**config.mk**
```make
export PLATFORM = sky130hd
export DESIGN_NAME = command_outcome_window_stats
export DESIGN_NICKNAME = d
export VERILOG_FILES = /design/src/design/cows_pkg.sv /design/src/design/command_outcome_window_stats.sv /design/src/design/cows_ram.sv
export SDC_FILE = /design/constraint.sdc
export NUM_CORES = 1
export LEC_CHECK = 0
export ABC_AREA = 1
export BUFFER_PORTS_ARGS = -buffer_cell sky130_fd_sc_hd__buf_2
export CAP_MARGIN = 20
export CELL_PAD_IN_SITES_DETAIL_PLACEMENT = 1
export CELL_PAD_IN_SITES_GLOBAL_PLACEMENT = 2
export CORE_UTILIZATION = 36
export CTS_BUF_LIST = sky130_fd_sc_hd__clkbuf_8 sky130_fd_sc_hd__clkbuf_16
export DETAILED_ROUTE_END_ITERATION = 6
export PLACE_DENSITY = 0.92
export SYNTH_ARGS = -nofsm -noshare
export SYNTH_HDL_FRONTEND = slang
export SYNTH_SLANG_ARGS = --single-unit
```
**constraint.sdc**
```tcl
create_clock -name aclk -period 5.1 [get_ports aclk]
set_input_delay 0.765 -clock aclk [delete_from_list [all_inputs] [get_ports aclk]]
set_output_delay 0.765 -clock aclk [all_outputs]
set_load 0.005 [all_outputs]
```
**src/design/cows_pkg.sv**
```systemverilog
`default_nettype none
// ---------------------------------------------------------------------------
// Command outcome window statistics package
// Shared types, constants and helpers for the outcome window block.
// ---------------------------------------------------------------------------
package cows_pkg;

    // Number of outcomes kept in the ring.
    localparam int WINDOW = 8;

    // Ring pointer and count widths follow from the window depth.
    localparam int WP_W  = (WINDOW > 1) ? $clog2(WINDOW) : 1;
    localparam int CNT_W = $clog2(WINDOW + 1);

    // Outcome kinds and their storage width.
    localparam int KIND_W = 2;
    localparam int KINDS  = 3;
    localparam logic [KIND_W-1:0] OUTCOME_OK        = 2'd0;
    localparam logic [KIND_W-1:0] OUTCOME_REJECT    = 2'd1;
    localparam logic [KIND_W-1:0] OUTCOME_LINK_FAIL = 2'd2;

    // Commands.
    localparam logic CMD_RECORD = 1'b0;
    localparam logic CMD_QUERY  = 1'b1;

    // Timestamp and activity window arithmetic.
    localparam int STAMP_W  = 63;
    localparam int MS_W     = 32;
    localparam int LIMIT_W  = 42;
    localparam logic [LIMIT_W-1:0] US_PER_MS = 42'd1000;

    // Result count fields.
    localparam int OUT_CNT_W = 4;
    localparam logic [OUT_CNT_W-1:0] OUT_CNT_MAX = 4'd15;

    // Register bus.
    localparam int APB_ADDR_W = 3;
    localparam int APB_DATA_W = 32;
    localparam logic REG_ACTIVE_WINDOW = 1'b0;

    // One input word.
    typedef struct packed {
        logic               command;
        logic [KIND_W-1:0]  outcome;
        logic [STAMP_W-1:0] now_us;
    } in_word_t;

    // One result word.
    typedef struct packed {
        logic [OUT_CNT_W-1:0] ok_cnt;
        logic [OUT_CNT_W-1:0] reject_cnt;
        logic [OUT_CNT_W-1:0] link_fail_cnt;
        logic [OUT_CNT_W-1:0] fail_cnt;
        logic [OUT_CNT_W-1:0] link_fail_run;
        logic                 active;
    } out_word_t;

    // Clamp a count to the four-bit result field.
    function automatic logic [OUT_CNT_W-1:0] sat_count(input logic [CNT_W:0] v);
        logic [OUT_CNT_W-1:0] r;
        if (v > (CNT_W + 1)'(OUT_CNT_MAX)) begin
            r = OUT_CNT_MAX;
        end else begin
            r = OUT_CNT_W'(v);
        end
        return r;
    endfunction

endpackage
`default_nettype wire

```
**src/design/command_outcome_window_stats.sv**
```systemverilog
`default_nettype none
// ---------------------------------------------------------------------------
// Command outcome window statistics
// Ring of recent command outcomes with per-kind counts, link failure run
// and an activity flag, reported once per input word.
// ---------------------------------------------------------------------------
// Each input word gives exactly one result word, via the stage one
// registers and then the output register; a new word can be accepted
// every cycle unless the result output is stalled. The first step reads
// the outcome about to be overwritten from the ring memory (registered
// read); the second step updates the counts, writes the new outcome back
// and loads the output register. A record word whose write lands on the
// entry read by the following word is forwarded, so there is no stall.
// No clearing pass is needed after reset: a read entry is only used once
// the ring is full, and then every entry has been written. The activity
// limit (milliseconds times 1000) is computed when the register is written.
module command_outcome_window_stats (
    input  wire logic                              aclk,
    input  wire logic                              aresetn,
    // Input words
    input  wire logic                              s_valid,
    output logic                                   s_ready,
    input  wire cows_pkg::in_word_t                s_data,
    // Result words
    output logic                                   m_valid,
    input  wire logic                              m_ready,
    output cows_pkg::out_word_t                    m_data,
    // Register port
    input  wire logic                              psel,
    input  wire logic                              penable,
    input  wire logic                              pwrite,
    input  wire logic [cows_pkg::APB_ADDR_W-1:0]   paddr,
    input  wire logic [cows_pkg::APB_DATA_W-1:0]   pwdata,
    output logic      [cows_pkg::APB_DATA_W-1:0]   prdata,
    output logic                                   pready
);

    // Register port state.
    logic [cows_pkg::MS_W-1:0]    window_ms_reg;
    logic [cows_pkg::LIMIT_W-1:0] limit_reg;
    logic                         reg_write;

    // Handshake and pipeline control.
    logic accept;
    logic advance;
    logic commit;
    logic rd_en;

    // Stage one (memory read in flight).
    logic                           s1_valid_reg;
    logic                           s1_cmd_reg;
    logic [cows_pkg::KIND_W-1:0]    s1_kind_reg;
    logic [cows_pkg::STAMP_W-1:0]   s1_now_reg;
    logic [cows_pkg::WP_W-1:0]      s1_addr_reg;
    logic                           fwd_reg;
    logic [cows_pkg::KIND_W-1:0]    fwd_data_reg;

    // Architectural state.
    logic [cows_pkg::WP_W-1:0]      wp_reg;
    logic [cows_pkg::WP_W-1:0]      wp_next;
    logic [cows_pkg::CNT_W-1:0]     fill_reg;
    logic [cows_pkg::CNT_W-1:0]     fill_next;
    logic [cows_pkg::CNT_W-1:0]     fail_run_reg;
    logic [cows_pkg::CNT_W-1:0]     fail_run_next;
    logic [cows_pkg::CNT_W-1:0]     cnt_reg  [cows_pkg::KINDS];
    logic [cows_pkg::CNT_W-1:0]     cnt_next [cows_pkg::KINDS];
    logic [cows_pkg::STAMP_W-1:0]   stamp_reg;
    logic [cows_pkg::STAMP_W-1:0]   stamp_next;

    // Output register.
    logic                 m_valid_reg;
    cows_pkg::out_word_t  m_data_reg;
    cows_pkg::out_word_t  m_data_next;

    // Ring memory ports.
    logic                         ram_we;
    logic [cows_pkg::KIND_W-1:0]  ram_rdata;
    logic [cows_pkg::KIND_W-1:0]  in_kind;

    // Register port: always ready, one register at word index zero.
    assign pready    = 1'b1;
    assign reg_write = psel && penable && pwrite
                       && (paddr[2] == cows_pkg::REG_ACTIVE_WINDOW);

    always_comb begin
        if (paddr[2] == cows_pkg::REG_ACTIVE_WINDOW) begin
            prdata = window_ms_reg;
        end else begin
            prdata = '0;
        end
    end

    always_ff @(posedge aclk) begin
        if (!aresetn) begin
            window_ms_reg <= '0;
            limit_reg     <= '0;
        end else if (reg_write) begin
            window_ms_reg <= pwdata;
            limit_reg     <= cows_pkg::LIMIT_W'(pwdata) * cows_pkg::US_PER_MS;
        end
    end

    // Pipeline handshake: the output register frees the pipe when taken.
    assign advance = !m_valid_reg || m_ready;
    assign commit  = s1_valid_reg && advance;
    assign s_ready = !s1_valid_reg || advance;
    assign accept  = s_valid && s_ready;
    assign rd_en   = accept && (s_data.command == cows_pkg::CMD_RECORD);
    assign m_valid = m_valid_reg;
    assign m_data  = m_data_reg;

    // Outcome code three counts as a link failure.
    assign in_kind = (s_data.outcome > cows_pkg::OUTCOME_LINK_FAIL)
                     ? cows_pkg::OUTCOME_LINK_FAIL : s_data.outcome;

    // Ring write happens when a record word commits.
    assign ram_we = commit && (s1_cmd_reg == cows_pkg::CMD_RECORD);

    // Write pointer moves on to the next entry when a record is accepted.
    always_comb begin
        if (wp_reg == cows_pkg::WP_W'(cows_pkg::WINDOW - 1)) begin
            wp_next = '0;
        end else begin
            wp_next = wp_reg + 1'b1;
        end
    end

    cows_ram #(
        .WIDTH (cows_pkg::KIND_W),
        .DEPTH (cows_pkg::WINDOW),
        .AW    (cows_pkg::WP_W)
    ) u_ring (
        .aclk  (aclk),
        .we    (ram_we),
        .waddr (s1_addr_reg),
        .wdata (s1_kind_reg),
        .re    (rd_en),
        .raddr (wp_reg),
        .rdata (ram_rdata)
    );

    // Stage one control.
    always_ff @(posedge aclk) begin
        if (!aresetn) begin
            s1_valid_reg <= 1'b0;
            wp_reg       <= '0;
        end else begin
            if (accept) begin
                s1_valid_reg <= 1'b1;
            end else if (commit) begin
                s1_valid_reg <= 1'b0;
            end
            if (rd_en) begin
                wp_reg <= wp_next;
            end
        end
    end

    // Stage one payload, with forwarding of a same-entry write.
    always_ff @(posedge aclk) begin
        if (accept) begin
            s1_cmd_reg   <= s_data.command;
            s1_kind_reg  <= in_kind;
            s1_now_reg   <= s_data.now_us;
            s1_addr_reg  <= wp_reg;
            fwd_reg      <= ram_we && (s1_addr_reg == wp_reg);
            fwd_data_reg <= s1_kind_reg;
        end
    end

    // Update of counts, run, fill and timestamp, and the result word.
    always_comb begin
        logic                          is_record;
        logic                          full;
        logic [cows_pkg::KIND_W-1:0]   old_kind;
        logic [cows_pkg::CNT_W:0]      total;
        logic [cows_pkg::STAMP_W-1:0]  elapsed;
        logic                          active;

        is_record = (s1_cmd_reg == cows_pkg::CMD_RECORD);
        full      = (fill_reg >= cows_pkg::CNT_W'(cows_pkg::WINDOW));
        old_kind  = fwd_reg ? fwd_data_reg : ram_rdata;
        if (old_kind > cows_pkg::OUTCOME_LINK_FAIL) begin
            old_kind = cows_pkg::OUTCOME_LINK_FAIL;
        end

        fill_next     = fill_reg;
        fail_run_next = fail_run_reg;
        stamp_next    = stamp_reg;
        for (int k = 0; k < cows_pkg::KINDS; k++) begin
            cnt_next[k] = cnt_reg[k];
        end

        if (is_record) begin
            // Retire the overwritten entry once the ring is full.
            if (full) begin
                for (int k = 0; k < cows_pkg::KINDS; k++) begin
                    if ((old_kind == cows_pkg::KIND_W'(k)) && (cnt_reg[k] != '0)) begin
                        cnt_next[k] = cnt_reg[k] - 1'b1;
                    end
                end
            end else begin
                fill_next = fill_reg + 1'b1;
            end
            for (int k = 0; k < cows_pkg::KINDS; k++) begin
                if (s1_kind_reg == cows_pkg::KIND_W'(k)) begin
                    cnt_next[k] = cnt_next[k] + 1'b1;
                end
            end
            // Link failure run grows up to the filled depth.
            if (s1_kind_reg == cows_pkg::OUTCOME_LINK_FAIL) begin
                if (fail_run_reg < fill_next) begin
                    fail_run_next = fail_run_reg + 1'b1;
                end
            end else begin
                fail_run_next = '0;
            end
            if (s1_now_reg != '0) begin
                stamp_next = s1_now_reg;
            end
        end

        // Activity flag against the most recent timestamp.
        elapsed = s1_now_reg - stamp_next;
        active  = (limit_reg != '0) && (stamp_next != '0)
                  && (s1_now_reg >= stamp_next)
                  && (elapsed <= cows_pkg::STAMP_W'(limit_reg));

        total = {1'b0, cnt_next[1]} + {1'b0, cnt_next[2]};

        if (fill_next == '0) begin
            m_data_next = '0;
        end else begin
            m_data_next.ok_cnt        = cows_pkg::sat_count({1'b0, cnt_next[0]});
            m_data_next.reject_cnt    = cows_pkg::sat_count({1'b0, cnt_next[1]});
            m_data_next.link_fail_cnt = cows_pkg::sat_count({1'b0, cnt_next[2]});
            m_data_next.fail_cnt      = cows_pkg::sat_count(total);
            m_data_next.link_fail_run = cows_pkg::sat_count({1'b0, fail_run_next});
            m_data_next.active        = active;
        end
    end

    // State and output register updates.
    always_ff @(posedge aclk) begin
        if (!aresetn) begin
            m_valid_reg  <= 1'b0;
            fill_reg     <= '0;
            fail_run_reg <= '0;
            stamp_reg    <= '0;
            for (int k = 0; k < cows_pkg::KINDS; k++) begin
                cnt_reg[k] <= '0;
            end
        end else begin
            if (advance) begin
                m_valid_reg <= s1_valid_reg;
            end
            if (commit) begin
                fill_reg     <= fill_next;
                fail_run_reg <= fail_run_next;
                stamp_reg    <= stamp_next;
                for (int k = 0; k < cows_pkg::KINDS; k++) begin
                    cnt_reg[k] <= cnt_next[k];
                end
            end
        end
    end

    always_ff @(posedge aclk) begin
        if (commit) begin
            m_data_reg <= m_data_next;
        end
    end

endmodule
`default_nettype wire

```
**src/design/cows_ram.sv**
```systemverilog
`default_nettype none
// ---------------------------------------------------------------------------
// Generic single-clock RAM
// One write port and one read port; read data is registered.
// ---------------------------------------------------------------------------
module cows_ram #(
    parameter int WIDTH = 8,
    parameter int DEPTH = 8,
    parameter int AW    = (DEPTH > 1) ? $clog2(DEPTH) : 1
) (
    input  wire logic             aclk,
    input  wire logic             we,
    input  wire logic [AW-1:0]    waddr,
    input  wire logic [WIDTH-1:0] wdata,
    input  wire logic             re,
    input  wire logic [AW-1:0]    raddr,
    output logic      [WIDTH-1:0] rdata
);

    logic [WIDTH-1:0] mem [DEPTH];

    // Write port.
    always_ff @(posedge aclk) begin
        if (we) begin
            mem[waddr] <= wdata;
        end
    end

    // Registered read port; data holds while re is low.
    always_ff @(posedge aclk) begin
        if (re) begin
            rdata <= mem[raddr];
        end
    end

endmodule
`default_nettype wire

```
# [Yosys cells after proc, flatten, opt, wreduce, memory -nomap -nowiden]
# Memory sizes are Yosys's and may differ from the RTL's. A register that Yosys moved wholly into a read port is not among the register bits.
# Index checks and enable logic that the tools add are counted.
# W data, S select, Z words.
[totals] reg_bits=240 mem_bits_rw=28 inputBits=108 output_inout_bits=56 elab_cells=114 mem_count=2
[op_classes] n_addsub=11 mul=1 order_cmp=7 n_eq_ne=6 muxes=33 n_bitwise=6 reduce_logical=28
[mem_list] name="u_ring.mem" words=8 width=2 rd=1 rd_ports_with_merged_regs=1 write_ports=1 line_no="cows_ram.sv:20" source="logic [WIDTH-1:0] mem [DEPTH];"
[mem_list] name="cnt_reg" words=3 width=4 rd=3 rd_ports_with_merged_regs=0 write_ports=3 line_no="command_outcome_window_stats.sv:65" source="logic [cows_pkg::CNT_W-1:0] cnt_reg [cows_pkg::KINDS];"
[ops] op="$mux W63" count=2
[ops] op="$reduce_bool A63 Y1" count=2
[ops] op="$mux W4" count=16
[ops] op="$ge A63 B63 Y1" count=1
[ops] op="$le A63 B42 Y1" count=1
[ops] op="$sub A63 B63 Y63" count=1
[ops] op="$reduce_bool A42 Y1" count=1
[ops] op="$mul A32 B7 Y39 const B" count=1
[ops] op="$mux W12" count=3
[ops] op="$mux W32" count=1
[ops] op="$add A4 B1 Y4 const B" count=5
[ops] op="$logic_and A1 B1 Y1" count=14
[ops] op="$reduce_bool A4 Y1" count=3
[ops] op="$sub A4 B1 Y4 const B" count=3
[ops] op="$mux W1" count=8
[ops] op="$add A4 B4 Y5" count=1
[ops] op="$gt A5 B4 Y1 const B" count=1
[ops] op="$eq A2 B1 Y1 const B" count=2
[ops] op="$eq A2 B2 Y1 const B" count=2
[ops] op="$ge A4 B4 Y1 const B" count=1
[ops] op="$gt A2 B2 Y1 const B" count=2
[ops] op="$logic_not A2 Y1" count=2
[ops] op="$logic_not A4 Y1" count=1
[ops] op="$lt A4 B4 Y1" count=1
[ops] op="other kinds (10)" count=17

# [Logic depth before layout (Yosys ltp)]
[depth] ltp_word=14 ltp_mapped=37

# [Cells and area by module]
# A second synthesis with hierarchy kept.
[hier_totals] hier_cells=3344 area_unflattened_um2=23799.1
[by_module_without_submodules] module="command_outcome_window_stats" n_inst=1 cells_per_inst=3255 area_each_um2=22972.0
[by_module_without_submodules] module="cows_ram" n_inst=1 cells_per_inst=89 area_each_um2=827.0

# [Worst setup path before layout]
# No wires, ideal clock.
[synth_path] path_type="in2reg" from="input port pwdata[0] (netlist bit)" to="register limit_reg[34] (netlist bit)" setup_time_ps=109 t_arrival_ps=4529 setup_slack_ps=462 cell_stages=21 n_path_buf=0 cell_sequence="fa_1 -> inv_1 -> fa_1 -> fa_1 -> inv_1 -> fa_1 -> ha_1 -> nand2_1 -> nand3_1 -> nand2_1 -> nand4_1 -> nand3_1 -> nand3_1 -> a21boi_0 -> o21ai_0 -> nand2_1 -> a21oi_1 -> nor2_1 -> nand2_1 -> nand2_1 -> inv_1"
[synth_between] elab_chain_len=1
[synth_rtl] item="start, declared" line_no="command_outcome_window_stats.sv:33" source="input wire logic [cows_pkg::APB_DATA_W-1:0] pwdata,"
[synth_rtl] item="$mul A32 B7 Y39" line_no="command_outcome_window_stats.sv:99" source="limit_reg <= cows_pkg::LIMIT_W'(pwdata) * cows_pkg::US_PER_MS;"
[synth_rtl] item="end signal, assigned" line_no="command_outcome_window_stats.sv:99"
[synth_rtl] item="end, declared" line_no="command_outcome_window_stats.sv:40" source="logic [cows_pkg::LIMIT_W-1:0] limit_reg;"
# No other way between the ends.
# A chain may end at the register's enable or synchronous reset.

# [Worst setup path after layout]
[layout_path] from="register s1_now_reg[32] (netlist bit)" to="register m_data_reg, in the netlist m_data[0], data pin"
[layout_between] elab_chain_len=7
[layout_rtl] item="start, declared" line_no="command_outcome_window_stats.sv:53" source="logic [cows_pkg::STAMP_W-1:0] s1_now_reg;"
[layout_rtl] item="start signal, assigned" line_no="command_outcome_window_stats.sv:164" source="s1_now_reg <= s_data.now_us;"
[layout_rtl] item="parallel branches: the longest is 6 deep, another holds $sub A63 B63 Y63"
[layout_rtl] item="$logic_and A1 B1 Y1 *" line_no="command_outcome_window_stats.sv:227" source="&& (elapsed <= cows_pkg::STAMP_W'(limit_reg));"
[layout_rtl] item="end signal, assigned" line_no="command_outcome_window_stats.sv:270" source="m_data_reg <= m_data_next;"
[layout_rtl] item="end, declared" line_no="command_outcome_window_stats.sv:72" source="cows_pkg::out_word_t m_data_reg;"
# Every way passes the cells marked *.

==> reports/metrics.cfg <==
[status]
outcome = finished, violations left
violations = negative setup slack

[die]
start_util = 0.366
rows = 91
die_area_um2 = 63900
core_area_um2 = 61900
dieWidth_um = 253
ios = 164
die_h_um = 253

[timing]
post-route-min-period_ns = 5.17
hold_viol = 0
finalClockSkew_ns = 0.0181
drv_slew = 0
tightestPinTransition_ns = 0.982
fmax_ghz = 0.193
max_slew_margin = 0.345
rsz0062_at_grt = yes
fin_crit_sh = 1.01
setup_violations = 1
setup_slack_ns = -0.0713

[worst_setup_path]
crit_path_end_kind = register
path_class = register to register
critPathMaxStageDelay_ns = 0.46
regToRegSetupSlack_ns = -0.07
r2r_cells = 32
r2r-start = s1_now_reg[32]
arrival_ns = 5.56
cp-start-kind = register
r2r_end = m_data[0]
cp_slowest_cell = edfxtp_1
worstPathRequired_ns = 5.49
critPathMaxFanout = 8
cpMostUsedCell = nand2_1

[layout]
drive_gt1_frac = 0.258
layout_common_cells = 571 x nand2_1, 463 x inv_1, 354 x buf_4, 306 x nor2_1, 193 x a21oi_1
area_growth_syn_to_layout_pct = 32.9
design_area_um2 = 30100
finalNetCount = 3964
finalNonFillerCells = 4394
diodes = 0
final_common_cell = nand2_1
nFillCells = 7661

[placement]
post_dp_cell_area_um2 = 26800
portBuffers = 160
globalplace.congestion = 0.930
place_hpwl_um = 64600
dp_cells = 4297
dp_worst_setup_slack_ns = -0.224

[logic_synthesis]
syn-num-nets = 3452
syn_area_per_cell_um2 = 7.50
synth_cells = 3020
ys_ff_latch = 268
netlist_area_um2 = 22600
synth_cell_types = 51
ys_warn_count = 0
ys_seq_area_frac = 0.291

[clocking]
htree_levels = 2
cts_hold_buffers = 0
cts-root-buf = clkbuf_16
cts_buffers = 36
clk_pin_slew_worst_paths_ns = 0.06
cts_tree = yes
clock_latency_ns = 0.55
clock_sinks = 268
cts_buffer_depth = 3

[routing]
drtPass1Iterations = 5
drt-wirelength-per-cell_um = 19.6
drt_wl_total_um = 86300
drc = 0
vias = 23100
antenna_left = 0
drt_iter0_drc = 1431
dr_wl_met2_um = 42700
topRoutingLayerUsed = met4
drt-met1-wl_um = 36500
via_per_inst = 5.25
wl_met3_um = 4600

[grt]
grt_antenna_before_repair = 1
grtUsageTotal = 0.256
gr-total-overflow = 0
grt_pass1_wl_um = 128000
grt_pass1_vias = 23700
grt_max_degree = 126

[hold_path]
hp-start = s_data[54]
holdPathStages = 1
hold_end = s1_now_reg[54]
min_path_type = input pin to register

[job]
cap_viol_max_count = 0

[pwr]
p_leak_nw = 13.8
ir_drop_mv = 0.233
powerDensity_nw_per_um2 = 378

-- through the flow --
stage | util | hold slack [ns] | TNS [ns] | power (mW)
finish | 0.486 | 0.374 | -0.0713 | 11.4
global route | 0.486 | 0.361 | -0.236 | 12.2
CTS | 0.463 | 0.349 | 0 | 11.1
detailed placement | 0.433 | 0.449 | -0.707 | 8.35
global placement | 0.433 | 0.442 | -0.195 | 8.22
floorplan | - | 0.430 | 0 | 6.24
-- worst max-delay path by stage --
stage / from / endpoint / slack (ns) / cells after the start
floorplan: pwdata[0] / limit_reg[34] / 0.46 / 21
finish: s1_now_reg[32] / m_data[0] / -0.07 / 32
detailed placement: s1_now_reg[53] / m_data[0] / -0.22 / 31
CTS: s1_now_reg[35] / m_data[0] / 0.0004 / 36
global placement: s1_now_reg[50] / m_data[0] / -0.10 / 31
global route: s1_now_reg[32] / m_data[0] / -0.24 / 32
-- cell families (layout without fill, tap and decap cells) --
family                   after synthesis  in the layout  synth area share
AND/OR/NAND/NOR                     1263           1263             0.233
AO/OA/AOI/OAI                        545            545             0.134
buffers and inverters                536           1073            0.0912
adder cells (fa/ha/maj)              324            324             0.218
flip-flops                           268            268             0.291
XOR/XNOR                              83             83            0.0321
other                                  1              1          0.000166
-- synthesized netlist by cell type (all sizes together) --
cell,n,area share
o21ai,170,0.039
nand2,677,0.11
a221oi,1,0.00039
o21bai,22,0.0073
xor2,58,0.022
a211oi,1,0.00033
a22oi,1,0.00033
buf,15,0.0049
o21a,5,0.0017
nor3,24,0.0053
o311ai,1,0.00039
and3,4,0.0011
and2,2,0.00055
nor4,11,0.0030
a21boi,5,0.0017
fa,119,0.11
inv,467,0.077
o221ai,3,0.0012
nand3,84,0.019
nand3b,57,0.019
a21o,8,0.0027
dfxtp,145,0.13
edfxtp,123,0.16
a31oi,18,0.0050
o2111ai,1,0.00039
a32oi,1,0.00039
o22ai,75,0.021
a2bb2oi,1,0.00039
nor2,363,0.061
conb,1,0.00017
nor4b,1,0.00039
a21oi,229,0.051
clkinv,2,0.00033
a2111oi,1,0.00039
o211ai,2,0.00066
nand4,33,0.0091
ha,205,0.11
xnor2,25,0.0097
or2,7,0.0019
clkbuf,52,0.0086
-- layer usage --
metal / vias up / track usage
met4: 0 / 0.0765
met5: - / 0
met3: 157 / 0.0298
li1: 10900 / -
met2: 625 / 0.444
met1: 11400 / 0.332
-- critical path, delay by kind of cell, from the launching register on --
| family | cells | cell delay [ns] |
|---|---|---|
| buffers and inverters | 6 | 0.62 |
| AO/OA/AOI/OAI | 6 | 0.84 |
| adder cells (fa/ha/maj) | 2 | 0.68 |
| AND/OR/NAND/NOR | 17 | 2.04 |
| flip-flops | 1 | 0.46 |
| XOR/XNOR | 1 | 0.38 |
-- where the power goes --
group / switching [mW] / leakage, nW / total, mW / internal (mW)
Clock: 1.04 / 0.604 / 2.50 / 1.46
Combinational: 3.79 / 10.8 / 6.45 / 2.66
Sequential: 0.0637 / 2.38 / 2.43 / 2.37
-- cell type report --
type	instances	area, µm²	share of cell area
clock inverters	21	144	0.00478
well taps	837	1050	0.0348
repair buffers	541	3830	0.127
multi-input cells	2216	15700	0.522
flip-flops and latches	268	6600	0.219
inverters	469	1760	0.0585
clock buffers	42	1010	0.0334
-- what timing repair did --
action | CTS | global route
setup buffers | 16 | 20
endpoints found under the setup margin | 1 | 1
cloned | 0 | 1
pin swaps | 35 | 111
gates resized for setup | 115 | 286
No activity file was read; power rests on OpenSTA's default activity.
